File: config.mk
export PLATFORM = sky130hd
export DESIGN_NAME = newton_nth_root_top
export DESIGN_NICKNAME = d
export VERILOG_FILES = /design/src/nnr_pkg.sv /design/src/newton_nth_root_top.sv
export SDC_FILE = /design/constraint.sdc
export NUM_CORES = 2
export LEC_CHECK = 0
export BUFFER_PORTS_ARGS = -buffer_cell sky130_fd_sc_hd__buf_2
export CAP_MARGIN = 5
export CORE_MARGIN = 5
export CORE_UTILIZATION = 62
export DETAILED_ROUTE_END_ITERATION = 8
export GPL_ROUTABILITY_DRIVEN = 1
export PLACE_DENSITY_LB_ADDON = 0.12
export SETUP_SLACK_MARGIN = 0.1
export SLEW_MARGIN = 20
export SYNTH_ARGS = -nofsm -noshare
export SYNTH_HDL_FRONTEND = slang
export SYNTH_SLANG_ARGS = --single-unit
File: constraint.sdc
create_clock -name clk -period 12.6 [get_ports clk]
set_input_delay 0.63 -clock clk [delete_from_list [all_inputs] [get_ports clk]]
set_output_delay 0.63 -clock clk [all_outputs]
set_load 0.01 [all_outputs]
File: src/nnr_pkg.sv
package nnr_pkg;
  localparam int WORD_BITS = 32;
  localparam int FRAC_BITS = 16;
  localparam int NUM_BITS  = WORD_BITS + FRAC_BITS;
  localparam int CNT_BITS  = $clog2(NUM_BITS + 1);
  localparam logic [WORD_BITS-1:0] MAXV   = '1;
  localparam logic [WORD_BITS-1:0] FX_ONE = WORD_BITS'(1) << FRAC_BITS;
  localparam logic [7:0] RESET_LIMIT = 8'd100;
  localparam logic [3:0] MAX_DEGREE  = 4'd8;
endpackage

File: src/newton_nth_root_top.sv
// Newton nth root of an unsigned Q16.16 radicand for degrees 1 to 8 (0 acts as 1,
// above 8 as 8), starting from a guess of 1.0. One item is worked at a time on a
// shared 32x32 multiplier and a one-bit-per-cycle restoring divider. Each Newton
// iteration runs (degree-1) multiply steps, then a/guess^(n-1) (one load step and
// 48 quotient steps, set directly when the power is zero), one sum step and 48
// quotient steps for the division by the degree; an item runs iterations_used of
// them. The iteration limit comes out of reset at 100 iterations.
// The result waits in an output register so the next item can be taken meanwhile.
module newton_nth_root_top (
  input  logic        clk,
  input  logic        rst_n,
  input  logic        in_valid,
  output logic        in_stall,
  input  logic [31:0] in_radicand,
  input  logic [3:0]  in_degree,
  output logic        out_valid,
  input  logic        out_stall,
  output logic [31:0] out_root,
  output logic        out_converged,
  output logic [7:0]  out_iterations_used,
  input  logic        cfg_valid,
  output logic        cfg_ready,
  input  logic [7:0]  cfg_iteration_limit
);
  localparam int W  = nnr_pkg::WORD_BITS;
  localparam int NB = nnr_pkg::NUM_BITS;
  localparam int CB = nnr_pkg::CNT_BITS;

  typedef enum logic [2:0] {S_IDLE, S_MUL, S_QDIV, S_SUM, S_NDIV, S_FIN} state_t;

  state_t        state_r, state_nxt;
  logic [7:0]    limit_r, limit_nxt;
  logic [W-1:0]  a_r, a_nxt;
  logic [3:0]    n_r, n_nxt;
  logic [7:0]    lim_r, lim_nxt;
  logic [W-1:0]  guess_r, guess_nxt;
  logic [W-1:0]  prev_r, prev_nxt;
  logic [7:0]    used_r, used_nxt;
  logic          conv_r, conv_nxt;
  logic [2:0]    k_r, k_nxt;
  logic [W-1:0]  p_r, p_nxt;
  logic [W-1:0]  quo_r, quo_nxt;
  logic [NB-1:0] num_r, num_nxt;
  logic [W:0]    rem_r, rem_nxt;
  logic [W-1:0]  q_r, q_nxt;
  logic          ovf_r, ovf_nxt;
  logic [W-1:0]  d_r, d_nxt;
  logic [CB-1:0] dcnt_r, dcnt_nxt;
  logic          ov_r, ov_nxt;
  logic [W-1:0]  oroot_r, oroot_nxt;
  logic          oconv_r, oconv_nxt;
  logic [7:0]    oused_r, oused_nxt;

  logic          in_xfer, out_free;
  logic [2*W-1:0] prod;
  logic [W-1:0]  mul_res;
  logic [W:0]    rem_sh;
  logic          qbit;
  logic [W:0]    rem_step;
  logic [W-1:0]  q_step;
  logic          ovf_step;
  logic [3:0]    nm1;
  logic [W+3:0]  sum1;
  logic [W-1:0]  sat1;
  logic [W:0]    sum2;
  logic [W-1:0]  sat2;
  logic [3:0]    deg_in;

  assign in_stall  = (state_r != S_IDLE);
  assign in_xfer   = in_valid && !in_stall;
  assign out_valid = ov_r;
  assign out_root  = oroot_r;
  assign out_converged = oconv_r;
  assign out_iterations_used = oused_r;
  assign cfg_ready = 1'b1;
  assign out_free  = !ov_r || !out_stall;

  // Saturating fixed-point multiply
  assign prod    = (2*W)'(p_r) * (2*W)'(guess_r);
  assign mul_res = (prod[2*W-1:W+nnr_pkg::FRAC_BITS] != '0) ? nnr_pkg::MAXV :
                   prod[W+nnr_pkg::FRAC_BITS-1:nnr_pkg::FRAC_BITS];

  // One restoring division step
  assign rem_sh   = {rem_r[W-1:0], num_r[NB-1]};
  assign qbit     = (rem_sh >= {1'b0, d_r});
  assign rem_step = qbit ? (rem_sh - {1'b0, d_r}) : rem_sh;
  assign q_step   = {q_r[W-2:0], qbit};
  assign ovf_step = ovf_r | q_r[W-1];

  // Weighted sum, saturated
  assign nm1  = n_r - 4'd1;
  assign sum1 = (W+4)'(nm1) * (W+4)'(guess_r);
  assign sat1 = (sum1 > (W+4)'(nnr_pkg::MAXV)) ? nnr_pkg::MAXV : sum1[W-1:0];
  assign sum2 = {1'b0, sat1} + {1'b0, quo_r};
  assign sat2 = sum2[W] ? nnr_pkg::MAXV : sum2[W-1:0];

  // Clamp degree
  always_comb begin
    if (in_degree == 4'd0) begin
      deg_in = 4'd1;
    end else if (in_degree > nnr_pkg::MAX_DEGREE) begin
      deg_in = nnr_pkg::MAX_DEGREE;
    end else begin
      deg_in = in_degree;
    end
  end

  // Sequencer
  always_comb begin
    state_nxt = state_r;
    limit_nxt = cfg_valid ? cfg_iteration_limit : limit_r;
    a_nxt = a_r; n_nxt = n_r; lim_nxt = lim_r;
    guess_nxt = guess_r; prev_nxt = prev_r; used_nxt = used_r; conv_nxt = conv_r;
    k_nxt = k_r; p_nxt = p_r; quo_nxt = quo_r;
    num_nxt = num_r; rem_nxt = rem_r; q_nxt = q_r; ovf_nxt = ovf_r;
    d_nxt = d_r; dcnt_nxt = dcnt_r;
    ov_nxt = ov_r; oroot_nxt = oroot_r; oconv_nxt = oconv_r; oused_nxt = oused_r;

    // drop the result once taken
    if (ov_r && !out_stall) begin
      ov_nxt = 1'b0;
    end

    unique case (state_r)
      S_IDLE: begin
        if (in_xfer) begin
          a_nxt     = in_radicand;
          n_nxt     = deg_in;
          lim_nxt   = (limit_r == 8'd0) ? 8'd1 : limit_r;
          guess_nxt = nnr_pkg::FX_ONE;
          used_nxt  = 8'd0;
          conv_nxt  = 1'b0;
          p_nxt     = nnr_pkg::FX_ONE;
          k_nxt     = 3'(deg_in - 4'd1);
          state_nxt = (deg_in == 4'd1) ? S_QDIV : S_MUL;
        end
      end
      S_MUL: begin
        p_nxt = mul_res;
        k_nxt = k_r - 3'd1;
        if (k_r == 3'd1) begin
          state_nxt = S_QDIV;
        end
      end
      S_QDIV: begin
        // load the quotient a/p
        if (p_r == '0) begin
          quo_nxt   = (a_r == '0) ? '0 : nnr_pkg::MAXV;
          state_nxt = S_SUM;
        end else if (dcnt_r == '0) begin
          num_nxt  = {a_r, {nnr_pkg::FRAC_BITS{1'b0}}};
          rem_nxt  = '0;
          q_nxt    = '0;
          ovf_nxt  = 1'b0;
          d_nxt    = p_r;
          dcnt_nxt = CB'(NB);
        end else begin
          num_nxt  = {num_r[NB-2:0], 1'b0};
          rem_nxt  = rem_step;
          q_nxt    = q_step;
          ovf_nxt  = ovf_step;
          dcnt_nxt = dcnt_r - CB'(1);
          if (dcnt_r == CB'(1)) begin
            quo_nxt   = ovf_step ? nnr_pkg::MAXV : q_step;
            state_nxt = S_SUM;
          end
        end
      end
      S_SUM: begin
        num_nxt   = NB'(sat2);
        rem_nxt   = '0;
        q_nxt     = '0;
        ovf_nxt   = 1'b0;
        d_nxt     = W'(n_r);
        dcnt_nxt  = CB'(NB);
        state_nxt = S_NDIV;
      end
      S_NDIV: begin
        num_nxt  = {num_r[NB-2:0], 1'b0};
        rem_nxt  = rem_step;
        q_nxt    = q_step;
        dcnt_nxt = dcnt_r - CB'(1);
        if (dcnt_r == CB'(1)) begin
          guess_nxt = q_step;
          used_nxt  = used_r + 8'd1;
          prev_nxt  = q_step;
          p_nxt     = nnr_pkg::FX_ONE;
          k_nxt     = 3'(n_r - 4'd1);
          if (q_step == '0) begin
            state_nxt = S_FIN;
          end else if (used_r != 8'd0 && q_step == prev_r) begin
            conv_nxt  = 1'b1;
            state_nxt = S_FIN;
          end else if (used_r + 8'd1 >= lim_r) begin
            state_nxt = S_FIN;
          end else begin
            state_nxt = (n_r == 4'd1) ? S_QDIV : S_MUL;
          end
        end
      end
      S_FIN: begin
        // hold until the output register is free
        if (out_free) begin
          ov_nxt    = 1'b1;
          oroot_nxt = guess_r;
          oconv_nxt = conv_r;
          oused_nxt = used_r;
          state_nxt = S_IDLE;
        end
      end
      default: state_nxt = S_IDLE;
    endcase
  end

  always_ff @(posedge clk) begin
    if (!rst_n) begin
      state_r <= S_IDLE;
      limit_r <= nnr_pkg::RESET_LIMIT;
      ov_r    <= 1'b0;
      dcnt_r  <= '0;
    end else begin
      state_r <= state_nxt;
      limit_r <= limit_nxt;
      ov_r    <= ov_nxt;
      dcnt_r  <= dcnt_nxt;
    end
    a_r <= a_nxt; n_r <= n_nxt; lim_r <= lim_nxt;
    guess_r <= guess_nxt; prev_r <= prev_nxt; used_r <= used_nxt; conv_r <= conv_nxt;
    k_r <= k_nxt; p_r <= p_nxt; quo_r <= quo_nxt;
    num_r <= num_nxt; rem_r <= rem_nxt; q_r <= q_nxt; ovf_r <= ovf_nxt; d_r <= d_nxt;
    oroot_r <= oroot_nxt; oconv_r <= oconv_nxt; oused_r <= oused_nxt;
  end
endmodule

---- Word level (Yosys, flattened, before mapping) ----
Index checks and enable logic that the tools add are counted.
storage, ports and cells
  register bits ........................... 388
  bits of input ports ..................... 49
  output and inout bits ................... 44
  logic and storage cells ................. 151
operators by class
  add/sub/neg operators ................... 7
  $mul .................................... 2
  $lt $le $gt $ge ......................... 4
  equality and inequality tests ........... 21
  multiplexer cells ....................... 61
  bitwise gates (word level) .............. 1
  reduce and logical (&&, ||, !) cells .... 33
operators by type and width
  kind                                                                                number
  32-bit two-way mux                                                                  18
  32-bit case mux with 3 select lines                                                 3
  48-bit case mux with 3 select lines                                                 1
  32-bit case mux with 2 select lines                                                 2
  32-bit zero test                                                                    3
  48-bit two-way mux                                                                  2
  32-bit by 32-bit multiplier with 64-bit output                                      1
  36-bit by 32-bit greater-than comparator with 1-bit output (second input constant)  1
  4-bit by 32-bit multiplier with 36-bit output                                       1
  3-bit two-way mux                                                                   12
  32-bit by 32-bit adder with 33-bit output                                           1
  33-bit by 32-bit >= comparator with 1-bit output                                    1
  32-bit equality test                                                                1
  32-bit subtractor                                                                   1
  2-bit != test (second input constant)                                               9
  3-bit case mux with 6 select lines                                                  1
  6-bit case mux with 3 select lines                                                  1
  8-bit two-way mux                                                                   2
  8-bit case mux with 2 select lines                                                  1
  16-bit nonzero test                                                                 1
  6-bit two-way mux                                                                   2
  3-bit AND reduction                                                                 4
  2-bit AND reduction                                                                 5
  1-bit two-way mux                                                                   9
  29 further kinds                                                                    46

---- Longest topological paths before layout ----
  depth in word-level cells ............... 7
  gate-level depth with buffers ........... 39
  depth with buffers taken out ............ 34

---- Worst setup path after synthesis ----
Ideal clock, no wire load.
  path type ............................... register to register
  start point ............................. register n_r[0]
  end point ............................... register num_r[21] (data pin)
  library setup time ...................... 0.261 ns
  arrival time ............................ 8.647 ns
  required time ........................... 12.339 ns
  slack ................................... 3.692 ns
  stages on the path, launching flop included .. 40
  buffers on the path ..................... 5
  clock period less this slack ............ 8.908 ns
  path through ............................ edfxtp_1 inv_1 clkbuf_1 buf_1 ha_1 xor2_1 clkbuf_1 and2_1 fa_1 inv_1 fa_1 inv_1 ha_1 a21o_1 a21o_1 a21o_1 a22oi_1 o211a_1 [4 not listed] nor4_2 buf_2 o21ai_0 ha_1 inv_1 fa_1 nor2b_1 o31a_1 o221ai_1 nand3b_1 a31oi_1 a211oi_1 o221ai_1 a21oi_1 o32ai_1 buf_2 a21oi_1 a221o_1
on the way
  word-level cells in the longest chain between the ends .. 7
ends and longest elaborated chain
  element                                                     RTL line                    source
  from (decl)                                                 newton_nth_root_top.sv:34   logic [3:0] n_r, n_nxt;
  from (signal assigned)                                      newton_nth_root_top.sv:227  a_r <= a_nxt; n_r <= n_nxt; lim_r <= lim_nxt;
  4-bit by 1-bit subtractor with 4-bit output *               --
  4-bit by 32-bit multiplier with 36-bit output *             newton_nth_root_top.sv:92   assign sum1 = (W+4)'(nm1) * (W+4)'(guess_r);
  36-bit by 32-bit greater-than comparator with 1-bit output  newton_nth_root_top.sv:93   assign sat1 = (sum1 > (W+4)'(nnr_pkg::MAXV)) ? nnr_pkg::MAXV : sum1[W-1:0];
  32-bit two-way mux *                                        newton_nth_root_top.sv:93
  32-bit by 32-bit adder with 33-bit output *                 newton_nth_root_top.sv:94   assign sum2 = {1'b0, sat1} + {1'b0, quo_r};
  32-bit two-way mux *                                        newton_nth_root_top.sv:95   assign sat2 = sum2[W] ? nnr_pkg::MAXV : sum2[W-1:0];
  48-bit case mux with 3 select lines *                       newton_nth_root_top.sv:124  unique case (state_r)
  named net num_nxt[21]                                       newton_nth_root_top.sv:43   logic [NB-1:0] num_r, num_nxt;
  to (signal assigned)                                        newton_nth_root_top.sv:230  num_r <= num_nxt; rem_r <= rem_nxt; q_r <= q_nxt; ovf_r <= ovf_nxt; d_r <= d_nxt;
  to (decl)                                                   newton_nth_root_top.sv:43
Mark *: on every way through the listed nets, which the timed path passes. The rest lies on a longest branch.
A chain may end at the register's enable or synchronous reset.

---- Worst setup path in the final report ----
  start point ............................. register guess_r[5]
  end point ............................... register p_r[2] (data pin)
on the way
  word-level cells in the longest chain between the ends .. 4
ends and longest elaborated chain
  element                                           RTL line                    source
  from (decl)                                       newton_nth_root_top.sv:36   logic [W-1:0] guess_r, guess_nxt;
  from (signal assigned)                            newton_nth_root_top.sv:228  guess_r <= guess_nxt; prev_r <= prev_nxt; used_r <= used_nxt; conv_r <= conv_nxt;
  32-bit by 32-bit multiplier with 64-bit output *  newton_nth_root_top.sv:79   assign prod = (2*W)'(p_r) * (2*W)'(guess_r);
  16-bit nonzero test                               newton_nth_root_top.sv:80   assign mul_res = (prod[2*W-1:W+nnr_pkg::FRAC_BITS] != '0) ? nnr_pkg::MAXV :
  32-bit two-way mux *                              newton_nth_root_top.sv:80
  32-bit case mux with 3 select lines *             newton_nth_root_top.sv:124
  to (signal assigned)                              newton_nth_root_top.sv:229  k_r <= k_nxt; p_r <= p_nxt; quo_r <= quo_nxt;
  to (decl)                                         newton_nth_root_top.sv:41   logic [W-1:0] p_r, p_nxt;
Mark *: on every way between the ends. The rest lies on a longest branch, timed or not.

==> impl_metrics.py <==
metrics = {
    "outcome": {
        "status": "finished, final reports clean",
    },
    "global_routing": {
        "grt_antenna_before_repair": 7,
        "grt_max_degree": 67,
        "overflow": 0,
        "grt_usage_pct": 32.5,
        "grt_pass1_vias": 42637,
        "grt_pass1_wl_um": 243000,
    },
    "critical_path": {
        "cp.required_ns": 12.95,
        "critPathCaptureType": "flop",
        "ff2ff_path_depth": 27,
        "critPathKind": "flop to flop",
        "r2r_slack_ns": 1.92,
        "r2r-start": "guess_r[5]",
        "critPathLaunchType": "flop",
        "rr_endpoint": "p_r[2]",
        "crit_fanout": 32,
        "cp.arrival_ns": 11.03,
    },
    "logic_synthesis": {
        "synth-edff-count": 370,
        "ys_types": 70,
        "async_flop_share_pct": 0,
        "synth.area.top_cells": "fa_1 (34%), edfxtp_1 (20%), ha_1 (8.6%), inv_1 (8.0%), nand2_1 (6.1%)",
        "seq_area_frac_synth_pct": 20.5,
        "synth_nets": 7344,
        "ys_ff_latch": 388,
        "syn_area_um2": 56000,
        "yosys_most_used_dff": "edfxtp_1",
        "synth_warnings": 0,
        "synthCells": 5953,
        "synth_top_area_cell": "fa_1",
        "avgSynthCellArea_um2": 9.40,
        "synth_top_area_share_pct": 34.2,
    },
    "cts": {
        "post_cts_buffers": 0,
        "clkLatencyLatePin_ns": 0.64,
        "numCtsBuffers": 46,
        "clockBufferDepth": 3,
        "cts_root_buffer": "clkbuf_16",
        "htree_num_levels": 2,
        "ctsHoldBuffers": 0,
        "cts_tree": "done",
        "cts_sinks": 388,
        "cts_resized": 0,
        "clkTransAtPathRegs_ns": 0.06,
    },
    "placed_design": {
        "io_buffers": 91,
        "dpl.hpwl_um": 119000,
        "gp_congestion": 0.939,
    },
    "sta": {
        "skew_ns": 0.0508,
        "max_slew_margin_pct": 19.8,
        "drv_slew": 0,
        "rsz0062_at_grt": "no",
        "finalHoldViolations": 0,
        "setup_tns_ns": 0,
        "setup-violations-final": 0,
        "max_freq_mhz": 93.6,
        "timing.final.crit_period_ns": 10.68,
        "worst-slew-pin-transition_ns": 1.20,
        "fin_crit_sh_pct": 84.8,
    },
    "floorplanning": {
        "die_h_um": 310,
        "core_um2": 89900,
        "dieArea_um2": 96400,
        "num_io_pins": 93,
        "start_util_pct": 62.3,
        "rows": 110,
        "dieWidth_um": 310,
    },
    "layout": {
        "antenna_cells": 0,
        "nNetsFinal": 7266,
        "area_growth_pct": 5.63,
        "drive_gt1_share_pct": 5.43,
    },
    "route": {
        "viasPerCell": 5.80,
        "firstDrtPassIters": 5,
        "routed_wl_um": 152000,
        "drtAntennaViolNets": 0,
        "drc": 0,
        "drt-initial-drc-count": 3821,
        "vias": 41129,
        "wl_per_cell_um": 21.5,
    },
    "min_path": {
        "min_from": "in_radicand[30]",
        "min_path_type": "input port to flop",
        "hold_end": "a_r[30]",
        "hold_depth": 1,
    },
    "run": {
        "maxCapViolations": 0,
    },
}
-- Yosys cell counts, drive strengths merged (9+ instances only) --
cell type	instances
a211oi	28
a21boi	9
a21o	67
a21oi	183
a221o	14
a22o	17
a31oi	21
and2	433
and3	45
buf	16
clkbuf	314
dfxtp	18
edfxtp	370
fa	957
ha	385
inv	1197
mux2i	36
nand2	905
nand2b	31
nand3	40
nand4	37
nor2	171
nor2b	86
nor3	32
nor4	36
o211ai	13
o21a	30
o21ai	157
o21bai	18
o31ai	9
or2	12
or3	9
xnor2	95
xor2	65
-- cells by family after synthesis --
family | count (synthesis) | share of synthesized area [%]
AND/OR/NAND/NOR | 1859 | 15.9
flip-flops | 388 | 20.5
adder cells (fa/ha/maj) | 1342 | 42.8
buffers and inverters | 1527 | 10.3
XOR/XNOR | 160 | 2.50
multiplexers | 40 | 0.724
other | 1 | 0.00670
AO/OA/AOI/OAI | 636 | 7.21
-- per-layer routing --
layer	GRT usage, %	vias up	wire (µm)
li1	-	18258	-
met1	45.9	20674	62200
met2	51.0	1919	68800
met3	8.35	270	16700
met4	8.73	8	4660
met5	0	-	50
-- layout make-up --
type / count / area [µm²]
multi-input cells: 4038 / 38800
well taps: 1176 / 1470
clock buffers: 52 / 1200
inverters: 1197 / 4490
clock inverters: 34 / 360
flip-flops and latches: 388 / 11500
repair buffers: 204 / 1320
fillers: 7318 / 30700
-- how the worst max path moves through the flow --
| stage | start | to | slack, ns | cells after the start |
|---|---|---|---|---|
| 5_1_grt | n_r[0] | num_r[6] | 1.59 | 33 |
| 2_1_floorplan | n_r[0] | num_r[21] | 3.69 | 39 |
| 6_report | guess_r[5] | p_r[2] | 1.92 | 27 |
| 4_1_cts | guess_r[6] | p_r[2] | 2.10 | 27 |
| 3_5_place_dp | guess_r[6] | p_r[8] | 2.13 | 27 |
| 3_3_place_gp | n_r[0] | num_r[18] | 1.89 | 33 |
-- layout by cell type, fill, tap and decap left out, drive strengths merged, types with 95 or more instances in the layout --
cell type	count
buf	204
ha	385
o21ai	157
edfxtp	370
nor2	171
xnor2	95
nand2	905
fa	957
inv	1200
a21oi	183
and2	433
-- flip-flops by register name, indices dropped and copies added (netlist names), 6 cells and up --
signal / count
num_r: 48
a_r: 32
d_r: 32
guess_r: 32
out_root: 32
p_r: 32
prev_r: 32
q_r: 32
quo_r: 32
rem_r: 32
lim_r: 8
limit_r: 8
out_iterations_used: 8
used_r: 8
dcnt_r: 6
-- metrics by stage --
step	hold slack, ns	util [%]	cell area, µm²	worst slack [ns]	cells
after floorplan	0.400	-	56000	3.69	5953
after global placement	0.412	64.0	57500	1.89	7002
after detailed placement	0.424	64.0	57500	2.13	7002
after CTS	0.131	65.8	59100	2.10	7088
after global routing	0.140	65.8	59100	1.59	7089
final	0.174	65.8	59100	1.92	7089
-- worst max-delay path, cell delays in order, from the launching register on --
cell       delay (ns)
edfxtp_1         1.10
nand2_1          0.20
fa_1             0.61
inv_1            0.07
fa_1             0.49
fa_1             0.56
fa_1             0.44
fa_1             0.57
inv_1            0.07
fa_1             0.62
inv_1            0.07
fa_1             0.48
inv_1            0.05
fa_1             0.48
inv_1            0.05
ha_1             0.37
a2111oi_0        0.40
o21ai_0          0.21
a31oi_1          0.35
nand2_1          0.27
a211oi_1         0.91
nor2_1           0.26
mux2_2           0.35
a311oi_1         0.25
nand4_1          0.18
nor4_4           0.30
buf_4            0.48
a21oi_1          0.13
Power is left out: the tool's default activity adds up to more than one toggle a clock period on the data nets, which glitch-free logic cannot reach.
